### config.mk
export PLATFORM = sky130hd
export DESIGN_NAME = viterbi_hard_decision_decoder_unit
export DESIGN_NICKNAME = d
export VERILOG_FILES = /design/src/rtl/vhd_pkg.sv /design/src/rtl/vhd_ram.sv /design/src/rtl/viterbi_hard_decision_decoder_unit.sv
export SDC_FILE = /design/constraint.sdc
export NUM_CORES = 2
export LEC_CHECK = 0
export BUFFER_PORTS_ARGS = -buffer_cell sky130_fd_sc_hd__buf_2
export CAP_MARGIN = 20
export CORE_MARGIN = 2
export CORE_UTILIZATION = 35
export CTS_BUF_LIST = sky130_fd_sc_hd__clkbuf_4 sky130_fd_sc_hd__clkbuf_8
export DETAILED_ROUTE_END_ITERATION = 10
export GPL_TIMING_DRIVEN = 0
export PLACE_DENSITY = 0.45
export REMOVE_ABC_BUFFERS = 1
export SYNTH_ARGS = -nofsm -noshare
export SYNTH_HDL_FRONTEND = slang
export SYNTH_SLANG_ARGS = --single-unit
### constraint.sdc
create_clock -name clk -period 147 [get_ports clk]
set_input_delay 7.35 -clock clk [delete_from_list [all_inputs] [get_ports clk]]
set_output_delay 7.35 -clock clk [all_outputs]
set_load 0.01 [all_outputs]
### src/rtl/vhd_pkg.sv
// Package for the hard-decision Viterbi decoder: trellis sizes, sequencer states,
// and the expected code bit function. No dependencies.
`default_nettype none
package vhd_pkg;
  localparam int K      = 7;
  localparam int SW     = K - 1;
  localparam int NST    = 1 << SW;
  localparam int TL     = 32;
  localparam int CW     = $clog2(TL);
  localparam int MW     = 9;
  localparam int NOUT   = 4;
  localparam logic [MW-1:0] MET_INF = 9'd511;
  localparam logic [MW-1:0] MET_MAX = 9'd510;

  localparam logic [2:0] REG_N  = 3'd0;
  localparam logic [2:0] REG_G0 = 3'd1;
  localparam logic [2:0] REG_G1 = 3'd2;
  localparam logic [2:0] REG_G2 = 3'd3;
  localparam logic [2:0] REG_G3 = 3'd4;

  typedef enum logic [4:0] {
    S_IDLE = 5'b00001,
    S_ACS  = 5'b00010,
    S_TBA  = 5'b00100,
    S_TBD  = 5'b01000,
    S_EMIT = 5'b10000
  } state_t;

  typedef logic [NOUT-1:0][K-1:0] gens_t;

  function automatic logic [NOUT-1:0] exp_bits(input logic [2:0] n, input gens_t g,
                                               input logic [K-1:0] r);
    logic [NOUT-1:0] e;
    e = '0;
    for (int j = 0; j < NOUT; j++) begin
      if (3'(j) < n) e[2'(n - 3'(j) - 3'd1)] = ^(g[j] & r);
    end
    return e;
  endfunction

  function automatic logic [2:0] ones4(input logic [NOUT-1:0] v);
    return 3'(v[0]) + 3'(v[1]) + 3'(v[2]) + 3'(v[3]);
  endfunction

  function automatic logic [MW-1:0] branch(input logic [MW-1:0] m, input logic [2:0] d);
    logic [MW:0] s;
    s = {1'b0, m} + (MW+1)'(d);
    if (m == MET_INF) return MET_INF;
    return (s > {1'b0, MET_MAX}) ? MET_MAX : s[MW-1:0];
  endfunction
endpackage
`default_nettype wire

### src/rtl/vhd_ram.sv
// Generic simple dual-port RAM, one write port and one registered read port.
// No dependencies.
`default_nettype none
module vhd_ram #(
  parameter int W = 8,
  parameter int D = 32
) (
  input  wire logic                 clk,
  input  wire logic                 we,
  input  wire logic [$clog2(D)-1:0] waddr,
  input  wire logic [W-1:0]         wdata,
  input  wire logic [$clog2(D)-1:0] raddr,
  output logic      [W-1:0]         rdata
);
  logic [W-1:0] mem [D];

  always_ff @(posedge clk) begin
    if (we) mem[waddr] <= wdata;
    rdata <= mem[raddr];
  end
endmodule
`default_nettype wire

### src/rtl/viterbi_hard_decision_decoder_unit.sv
// Hard-decision Viterbi decoder with block traceback, one shared ACS unit.
// Depends on vhd_pkg and vhd_ram.
// Each word is accepted in S_IDLE, then runs ACS, one state per cycle, with the
// p_v/p_i register stage covering the metric RAM read. The word closing a window
// (the 32nd, then every 31st) first runs a traceback (S_TBA then S_TBD per column
// via the survivor RAM read) and emits 31 bits, at most one per cycle, before ACS.
// Synchronous active-high reset restores default config and state-0 start metrics.
`default_nettype none
module viterbi_hard_decision_decoder_unit import vhd_pkg::*; (
  input  wire logic       clk,
  input  wire logic       rst,
  input  wire logic       in_valid,
  output logic            in_stall,
  input  wire logic [3:0] received_codeword,
  output logic            out_valid,
  input  wire logic       out_stall,
  output logic            decoded_bit,
  output logic [7:0]      block_metric,
  output logic            last_bit,
  input  wire logic       cfg_valid,
  output logic            cfg_ready,
  input  wire logic [2:0] cfg_index,
  input  wire logic [6:0] cfg_data
);
  state_t          state;
  logic [2:0]      code_outputs;
  gens_t           gens;
  logic [2:0]      n_eff;
  logic [3:0]      cw;
  logic [CW-1:0]   step;
  logic [SW:0]     acs_cnt;
  logic            p_v;
  logic [SW-1:0]   p_i;
  logic            cur;
  logic            fresh;
  logic [SW-1:0]   origin;
  logic [SW-1:0]   best_state;
  logic [MW-1:0]   minm;
  logic [SW-1:0]   x;
  logic [CW-1:0]   col;
  logic [TL-2:0]   seq;
  logic [CW-1:0]   k;
  logic            sv_rd;
  logic [MW-1:0]   mrd [2][2];
  logic [MW-1:0]   m0_raw, m1_raw, m0, m1, mnew;
  logic            sel;
  logic [SW-1:0]   c0, c1;

  assign cfg_ready = 1'b1;
  assign in_stall  = (state != S_IDLE);
  assign n_eff     = (code_outputs > 3'd4) ? 3'd4 : code_outputs;

  assign c0 = {p_i[SW-2:0], 1'b0};
  assign c1 = {p_i[SW-2:0], 1'b1};
  assign m0_raw = fresh ? ((c0 == origin) ? '0 : MET_INF) : mrd[cur][0];
  assign m1_raw = fresh ? ((c1 == origin) ? '0 : MET_INF) : mrd[cur][1];
  assign m0 = branch(m0_raw, ones4(exp_bits(n_eff, gens, {p_i, 1'b0}) ^ cw));
  assign m1 = branch(m1_raw, ones4(exp_bits(n_eff, gens, {p_i, 1'b1}) ^ cw));
  assign sel  = (m0 > m1);
  assign mnew = sel ? m1 : m0;

  for (genvar b = 0; b < 2; b++) begin : g_buf
    for (genvar e = 0; e < 2; e++) begin : g_bank
      vhd_ram #(.W(MW), .D(NST/2)) u_met (
        .clk   (clk),
        .we    (p_v && (cur != 1'(b)) && (p_i[0] == 1'(e))),
        .waddr (p_i[SW-1:1]),
        .wdata (mnew),
        .raddr (acs_cnt[SW-2:0]),
        .rdata (mrd[b][e])
      );
    end
  end

  vhd_ram #(.W(1), .D(NST*TL)) u_surv (
    .clk   (clk),
    .we    (p_v),
    .waddr ({p_i, step}),
    .wdata (sel),
    .raddr ({x, col}),
    .rdata (sv_rd)
  );

  always_ff @(posedge clk) begin
    if (rst) begin
      state        <= S_IDLE;
      code_outputs <= 3'd2;
      gens         <= {7'd0, 7'd0, 7'd109, 7'd79};
      step         <= '0;
      acs_cnt      <= '0;
      p_v          <= 1'b0;
      cur          <= 1'b0;
      fresh        <= 1'b1;
      origin       <= '0;
      best_state   <= '0;
      minm         <= MET_INF;
      out_valid    <= 1'b0;
    end else begin
      if (cfg_valid) begin
        case (cfg_index)
          REG_N:   code_outputs <= cfg_data[2:0];
          REG_G0:  gens[0] <= cfg_data;
          REG_G1:  gens[1] <= cfg_data;
          REG_G2:  gens[2] <= cfg_data;
          REG_G3:  gens[3] <= cfg_data;
          default: ;
        endcase
      end
      if (out_valid && !out_stall && state != S_EMIT) out_valid <= 1'b0;
      case (state)
        S_IDLE: begin
          if (in_valid) begin
            cw      <= received_codeword & 4'((5'd1 << n_eff) - 5'd1);
            acs_cnt <= '0;
            if (step == CW'(TL-1)) begin
              step  <= CW'(1);
              x     <= best_state;
              col   <= CW'(TL-1);
              state <= S_TBA;
            end else begin
              step  <= step + CW'(1);
              minm  <= MET_INF;
              state <= S_ACS;
            end
          end
        end
        S_ACS: begin
          p_v <= !acs_cnt[SW];
          p_i <= acs_cnt[SW-1:0];
          if (!acs_cnt[SW]) acs_cnt <= acs_cnt + (SW+1)'(1);
          if (p_v) begin
            if (mnew < minm) begin
              minm       <= mnew;
              best_state <= p_i;
            end
            if (p_i == SW'(NST-1)) begin
              cur   <= !cur;
              fresh <= 1'b0;
              state <= S_IDLE;
            end
          end
        end
        S_TBA: state <= S_TBD;
        S_TBD: begin
          x   <= {x[SW-2:0], sv_rd};
          seq <= {seq[TL-3:0], x[SW-2]};
          col <= col - CW'(1);
          if (col == CW'(1)) begin
            k     <= '0;
            state <= S_EMIT;
          end else begin
            state <= S_TBA;
          end
        end
        S_EMIT: begin
          if (!out_valid || !out_stall) begin
            out_valid    <= 1'b1;
            decoded_bit  <= seq[0];
            block_metric <= (minm > 9'd255) ? 8'd255 : minm[7:0];
            last_bit     <= (k == CW'(TL-2));
            seq          <= seq >> 1;
            k            <= k + CW'(1);
            if (k == CW'(TL-2)) begin
              fresh  <= 1'b1;
              origin <= best_state;
              minm   <= MET_INF;
              state  <= S_ACS;
            end
          end
        end
        default: state <= S_IDLE;
      endcase
    end
  end
endmodule
`default_nettype wire
# Yosys cells after proc, flatten, opt, wreduce, memory -nomap -nowiden
# Memory sizes are Yosys's and may differ from the RTL's. A register that Yosys moved wholly into a read port is not among the register bits.
# Index checks and enable logic that the tools add are counted.
# op_classes
n_eq_ne	29
addsub	19
n_mux	87
n_shift	1
bitwise	17
n_reduce_logical	51
magnitude_cmp	19
# op_table
op	n
9-bit two-way mux	17
31-bit one-hot mux with 2 select lines	1
7-bit bitwise AND	8
7-bit parity	8
5-bit two-way mux	11
18-bit two-way mux	3
4-bit two-way mux	8
31-bit two-way mux	1
9-bit one-hot mux with 3 select lines	1
5-bit one-hot mux with 5 select lines	1
4-bit bitwise mux	6
1-bit two-way mux	23
3-bit AND reduction	7
9-bit by 3-bit adder with 10-bit output	2
10-bit by 9-bit greater-than comparator with 1-bit output (second input constant)	2
2-bit inequality test (second input constant)	10
5-bit one-hot mux with 2 select lines	2
9-bit == test (second input constant)	2
2-bit AND reduction	8
5-bit == test (second input constant)	3
7-bit two-way mux	2
7-bit one-hot mux with 2 select lines	1
4-bit bitwise AND	3
6-bit == test	2
46 further kinds	91
# totals
in_bits	19
out_inout_bits	13
word_cells	253
memories	5
mem_bits_rw	3200
ff_bits	140
# memory_table
memory	depth	width	rd	rd_clocked_by_memory_dff	write_ports	line	rtl
u_surv.mem	2048	1	1	1	1	vhd_ram.sv:15	logic [W-1:0] mem [D];
g_buf[0].g_bank[0].u_met.mem	32	9	1	1	1	vhd_ram.sv:15	
g_buf[0].g_bank[1].u_met.mem	32	9	1	1	1	vhd_ram.sv:15	
g_buf[1].g_bank[0].u_met.mem	32	9	1	1	1	vhd_ram.sv:15	
g_buf[1].g_bank[1].u_met.mem	32	9	1	1	1	vhd_ram.sv:15	

# Logic depth before layout (Yosys ltp)
# logic_depth
ltp_word	29
ltp_mapped	41
ltp_nobuf	38

# By module
# Synthesis repeated with hierarchy kept, for this count alone.
# hier_totals
hier_cells	8977
area_unflattened_um2	142863.3
# modules_own_cells
mod	n_inst	cells_per_inst	area_each_um2	seq_area_each_um2
vhd_ram at u_surv	1	6243	89345.7	61519.0
vhd_ram at g_buf[0].g_bank[0].u_met ...	4	463	11282.1	8828.5
viterbi_hard_decision_decoder_unit	1	882	8389.3	3473.3

# Worst setup path before layout
# Ideal clock, no wire load.
# synth_path
kind	register to register
from	reg p_i[4]
to	reg minm[7]
n_path_buf	3
stages_incl_launch_ff	40
synth_period_minus_slack_ns	57.044
t_required_ns	146.830
slack_ns	89.956
t_arrival_ns	56.874
setup_time_ns	0.170
cell_sequence	edfxtp_1 > clkbuf_1 > nand2_1 > xor2_1 > xnor2_1 > xnor2_1 > xor2_1 > mux2i_1 > a211oi_1 > a21oi_1 > xnor2_1 > fa_1 > inv_1 > fa_1 > fa_1 > nor2_1 > nor4b_1 > a211oi_1 > [4 not listed] > ha_1 > nor2b_1 > o211ai_1 > a311oi_1 > a211oi_1 > or2_2 > clkbuf_1 > inv_1 > a21oi_1 > ha_1 > nand4_1 > nor2_1 > and3_1 > a221oi_2 > o21ai_2 > or3_1 > buf_2 > o22a_1
# synth_between
elab_chain_len	23
word_cells_on_any_way	66
cone_classes	add/sub: 8; order compare: 4; eq/ne: 5; mux: 28; bitwise: 12; reduce/logical: 9
# synth_rtl
element	line	rtl
start: declaration	viterbi_hard_decision_decoder_unit.sv:33	logic [SW-1:0] p_i;
start signal: assignment	viterbi_hard_decision_decoder_unit.sv:129	p_i <= acs_cnt[SW-1:0];
7-bit bitwise AND	vhd_pkg.sv:36	if (3'(j) < n) e[2'(n - 3'(j) - 3'd1)] = ^(g[j] & r);
7-bit parity	vhd_pkg.sv:36	
4-bit bitwise AND (no line)	-	
4-bit two-way mux	vhd_pkg.sv:36	
4-bit bitwise mux	vhd_pkg.sv:36	
4-bit two-way mux	vhd_pkg.sv:36	
4-bit bitwise mux	vhd_pkg.sv:36	
4-bit two-way mux	vhd_pkg.sv:36	
[8 not listed]	-	
9-bit two-way mux (2 in a row)	vhd_pkg.sv:49	return (s > {1'b0, MET_MAX}) ? MET_MAX : s[MW-1:0];
9-bit greater-than comparator (*)	viterbi_hard_decision_decoder_unit.sv:59	assign sel = (m0 > m1);
named net sel	viterbi_hard_decision_decoder_unit.sv:46	logic sel;
9-bit two-way mux (*)	viterbi_hard_decision_decoder_unit.sv:60	assign mnew = sel ? m1 : m0;
named net g_buf[0].g_bank[0].u_met.wdata[7]	vhd_ram.sv:11	input wire logic [W-1:0] wdata,
9-bit less-than comparator or 9-bit two-way mux (tied branches)	viterbi_hard_decision_decoder_unit.sv:132	if (mnew < minm) begin
2-bit inequality test (no line) or 9-bit two-way mux (tied branches)	-	
7-bit AND reduction (no line) or 9-bit one-hot mux with 3 select lines (tied branches)	-	
end signal: assignment	viterbi_hard_decision_decoder_unit.sv:133	minm <= mnew;
end: declaration	viterbi_hard_decision_decoder_unit.sv:38	logic [MW-1:0] minm;
# Mark *: on every way through the listed nets, which the timed path passes. The rest lies on a longest branch. The select of a mux whose other input is x is not followed.
# A chain may end at the register's enable or synchronous reset.

# Final worst setup path
# layout_path
from	reg p_i[4]
to	reg minm[8]
# layout_between
elab_chain_len	23
word_cells_on_any_way	66
cone_classes	add/sub: 8; order compare: 4; eq/ne: 5; mux: 28; bitwise: 12; reduce/logical: 9
# layout_rtl
element	line
7-bit bitwise AND	vhd_pkg.sv:36
7-bit parity	vhd_pkg.sv:36
4-bit bitwise AND (no line)	-
4-bit two-way mux	vhd_pkg.sv:36
4-bit bitwise mux	vhd_pkg.sv:36
4-bit two-way mux	vhd_pkg.sv:36
4-bit bitwise mux	vhd_pkg.sv:36
4-bit two-way mux	vhd_pkg.sv:36
[7 not listed]	-
10-bit by 9-bit greater-than comparator with 1-bit output	vhd_pkg.sv:49
9-bit two-way mux (2 in a row)	vhd_pkg.sv:49
9-bit greater-than comparator	viterbi_hard_decision_decoder_unit.sv:59
9-bit two-way mux (*)	viterbi_hard_decision_decoder_unit.sv:60
named net g_buf[0].g_bank[0].u_met.wdata[3]	vhd_ram.sv:11
9-bit less-than comparator (*)	viterbi_hard_decision_decoder_unit.sv:132
2-bit inequality test (no line) (*)	-
7-bit AND reduction (no line) (*)	-
# Marks and branches as above.

==> Flow_metrics.wiki <==
{| class="wikitable"
! Metric !! Value
|-
| Worst Path Arrival || 12,400 ps
|-
| Cell type with the highest occurrence count on the critical path || xnor2_1
|-
| Number of non-filler instances in the completed layout || 14.5k
|-
| Mapped Area || 141,000 um2
|-
| P_sw || ~0.43 mW
|-
| Half-perimeter wire length after detailed placement || 269,000 um
|-
| TritonCTS clock tree || done
|-
| Critical path's slowest cell || edfxtp_1
|-
| Aggregate negative setup slack || 0 ps
|-
| Most frequent cells in the layout || edfxtp_1 (3,267), nor2_1 (2,279), mux4_2 (903)
|-
| Die Footprint || 407,000 um2
|-
| H-tree levels || 6
|-
| Final worst path period share || 0.0772
|-
| Vert. Die Dim || 638 um
|-
| Number of max-slew violations in the final report || 0
|-
| Total vias in the final route || just under 80k
|-
| Dpl ws || 135,640 ps
|-
| Number of endpoints failing setup at the final stage || 0
|-
| Clock slew seen by the registers of the worst setup and hold paths || approximately 60 ps
|-
| Die width || about 640 um
|-
| Instance area at placement || 154,000 um2
|-
| Internal power contribution || around 1.5 mW
|-
| Setup crit end kind || register
|-
| Flip-flop and latch count after synthesis || 3,377
|-
| Max-Cap Viols || 0
|-
| Layout Cell Area excl Fill || 165,000 um2
|-
| Largest driver fanout on the critical path || 18
|-
| Hold crit path type || register to register
|-
| Leakage power total || about 53 nW
|-
| Cell at the root of the clock tree || clkbuf_8
|-
| First-pass GRT wire length || 597,000 um
|-
| Buffer count from post-CTS setup fixing || 0
|-
| Combinational Power Share || 0.030
|-
| Clock Skew || 96.9 ps
|-
| CP startpoint kind || register
|-
| Port bufs || 30
|-
| Pin count of the biggest net entering global routing || 205
|-
| Final weighted congestion in routability-driven placement || between 0.7 and 0.8
|-
| Share of cells above drive strength 1 || 0.267
|-
| Synth Warn # || 0
|-
| Power share of the sequential group || 0.543
|-
| Switching part of the total power || 0.220
|-
| Detailed Routing Iterations Pass 1 || 6
|-
| Tmin final || around 11,000 ps
|-
| Cts repair resizes || 0
|-
| Number of instances in the synthesized netlist || 8,499
|-
| Number of distinct library cell variants in the gate-level netlist after synthesis || 90
|-
| Number of sinks on the clock net || 3,377
|-
| Routed WL || between 400,000 and 500,000 um
|-
| Unrepaired setup endpoints after global routing || no
|-
| DR WL/cell || between 20 and 30 um
|-
| Stage delay of the slowest cell on the critical path || 750 ps
|-
| Portion of the post-synthesis area used by sequential elements || 0.713
|-
| Share of total power in the clock network || 0.426
|-
| Overall track demand over capacity in global routing || 0.205
|-
| Power per standard cell area || around 12 nW/um2
|-
| First-iteration detailed-routing DRC count || roughly 8.2k
|-
| Upper clock frequency limit || 88.2 MHz
|-
| Asr flop ratio synth || 0
|-
| CORE AREA || 400,000 um2
|-
| # placed instances || 13.4k
|-
| Most common cell after layout, fill and taps aside || edfxtp_1
|-
| Critical path required time || 148,060 ps
|-
| Number of CTS-inserted buffers || 595
|-
| Worst slew pin tran || approximately 1200 ps
|-
| Number of nets in the final layout || 8,826
|-
| Vias in the first global route || between 80k and 90k
|-
| # DRC || 0
|-
| Avg Inst Size Synth || 16.6 um2
|-
| Average via count per standard cell || 5.41
|-
| Number of hold buffers added after CTS || 0
|-
| # IOs || 32
|-
| Slew Limit Headroom || 0.195
|-
| Standard-cell row count || 232
|-
| Worst Setup Slack, final || 135,660 ps
|-
| Initial Utilization || 0.352
|-
| Main flop type after synthesis || edfxtp_1
|-
| Critical Setup Path Class || register to register
|-
| Overflow after GRT || 0
|-
| Filler cell count || 35.9k
|-
| Outcome || complete, no violations
|-
| Hold violation total from the final report || 0
|-
| Post-synth EDFFs || 3,267
|-
| Worst-case vdd ir drop || 8.71 uV
|-
| Antenna violations before repair || 21
|-
| Routed Antenna Nets || 0
|-
| Worst hold slack || roughly 460 ps
|-
| Deepest clock path buffer count || 4
|-
| Area Overhead vs Synth || 17.3%
|-
| Later-pin clock latency in the skew report || 1200 ps
|}
Yosys cell counts (6+ instances only):
cell | n | area (um2)
a21o_1 | 10 | 75.1
a22oi_1 | 67 | 503
or2_2 | 7 | 43.8
nor4b_1 | 8 | 70.1
buf_2 | 84 | 420
clkbuf_1 | 561 | 2110
xor2_1 | 32 | 280
a221oi_1 | 21 | 184
mux4_2 | 903 | 20300
a21oi_1 | 68 | 340
nor2b_1 | 26 | 163
o22ai_1 | 21 | 131
edfxtp_1 | 3267 | 98100
nand3_1 | 68 | 340
o221ai_1 | 7 | 61.3
nor2_1 | 2283 | 8570
nand2b_1 | 13 | 81.3
o21ai_0 | 38 | 190
dfxtp_1 | 110 | 2200
mux2_2 | 84 | 946
and2_1 | 11 | 68.8
nor3_1 | 38 | 190
fa_1 | 6 | 120
nor3b_1 | 14 | 105
ha_1 | 29 | 363
and3b_1 | 10 | 87.6
o21a_1 | 6 | 45.0
nor4_1 | 8 | 50.1
buf_4 | 11 | 82.6
buf_1 | 58 | 218
a211oi_1 | 18 | 135
a2111oi_0 | 7 | 61.3
buf_6 | 16 | 180
o22a_1 | 10 | 87.6
and3_1 | 21 | 131
nand2_1 | 227 | 852
mux2i_1 | 124 | 1240
xnor2_1 | 29 | 254
o211ai_1 | 14 | 105
inv_1 | 32 | 120
a31oi_1 | 9 | 56.3
a22o_1 | 10 | 87.6
nand4_1 | 16 | 100
cells by family (layout without fill, tap and decap cells):
group           after synthesis  count (layout)  share of synthesized area
other cells                   1               8                  0.0000266
compound gates              371             371                     0.0188
mux                        1111            1111                      0.160
simple gates               2776            2776                     0.0786
xor+xnor                     62              62                    0.00396
fa+ha+maj                    35              35                    0.00343
buf+inv                     766            1455                     0.0224
flops                      3377            3377                      0.713
area by class of cell:
class	count	area, um2	area share
antenna	7	17.5	0.000106
inverter	35	139	0.000842
clock buffer	832	10200	0.0615
sequential	3377	100000	0.608
tap	5265	6590	0.0399
timing repair buffer	407	8770	0.0531
multi-input combinational	4356	38000	0.230
clock inverter	181	1020	0.00616
sequential cells by signal, indices dropped and copies added (netlist names), 5 cells and up:
| register | flops |
|---|---|
| col | 5 |
| u_surv.mem | 2048 |
| state | 5 |
| g_buf.g_bank.u_met.rdata | 36 |
| origin | 6 |
| acs_cnt | 7 |
| minm | 9 |
| step | 5 |
| best_state | 6 |
| block_metric | 8 |
| seq | 31 |
| k | 5 |
| g_buf.g_bank.u_met.mem | 1152 |
| gens | 28 |
| x | 6 |
| p_i | 6 |
power groups by stage:
| stage | combinational, mW | sequential [mW] | clock (mW) |
|---|---|---|---|
| after global routing | 0.0645 | 1.07 | 0.900 |
| after detailed placement | 0.0601 | 1.09 | 0 |
| after CTS | 0.0602 | 1.07 | 0.861 |
| final | 0.0596 | 1.07 | 0.838 |
| after global placement | 0.0549 | 1.17 | 0 |
| after floorplan | 0.0361 | 1.13 | 0 |
through the flow:
step / util / power [mW]
floorplan: - / 1.17
global placement: 0.361 / 1.22
detailed placement: 0.384 / 1.15
CTS: 0.412 / 1.99
global route: 0.413 / 2.03
finish: 0.413 / 1.97
routing by layer:
metal | vias to the layer above | global-route usage | part of all wire
li1 | 33100 | - | -
met1 | 42000 | 0.268 | 0.41
met2 | 2467 | 0.355 | 0.50
met3 | 671 | 0.0317 | 0.056
met4 | 6 | 0.0566 | 0.027
met5 | - | 0 | 0.000097
path summary, 6_finish.rpt:
path	slack, ps	end	depth (start not counted)	start
setup / recovery	135660	minm[8]$_SDFFE_PP1P_	39	p_i[4]$_DFFE_PP_
hold / removal	460	minm[4]$_SDFFE_PP1P_	1	minm[4]$_SDFFE_PP1P_
setup reg to reg	135660	minm[8]$_SDFFE_PP1P_	39	p_i[4]$_DFFE_PP_
hold reg to reg	460	minm[4]$_SDFFE_PP1P_	1	minm[4]$_SDFFE_PP1P_
worst max-delay path: cells and delay by family, from the launching register on:
family,cells,cell delay (ps)
buffers and inverters,3,500
xor gates and xnor gates,5,1290
adders and majority gates,5,2170
AOI/OAI and AO/OA,16,4170
DFF,1,750
muxes,1,130
and+or+nand+nor,9,2200
Power figures use the tool's default switching activity.
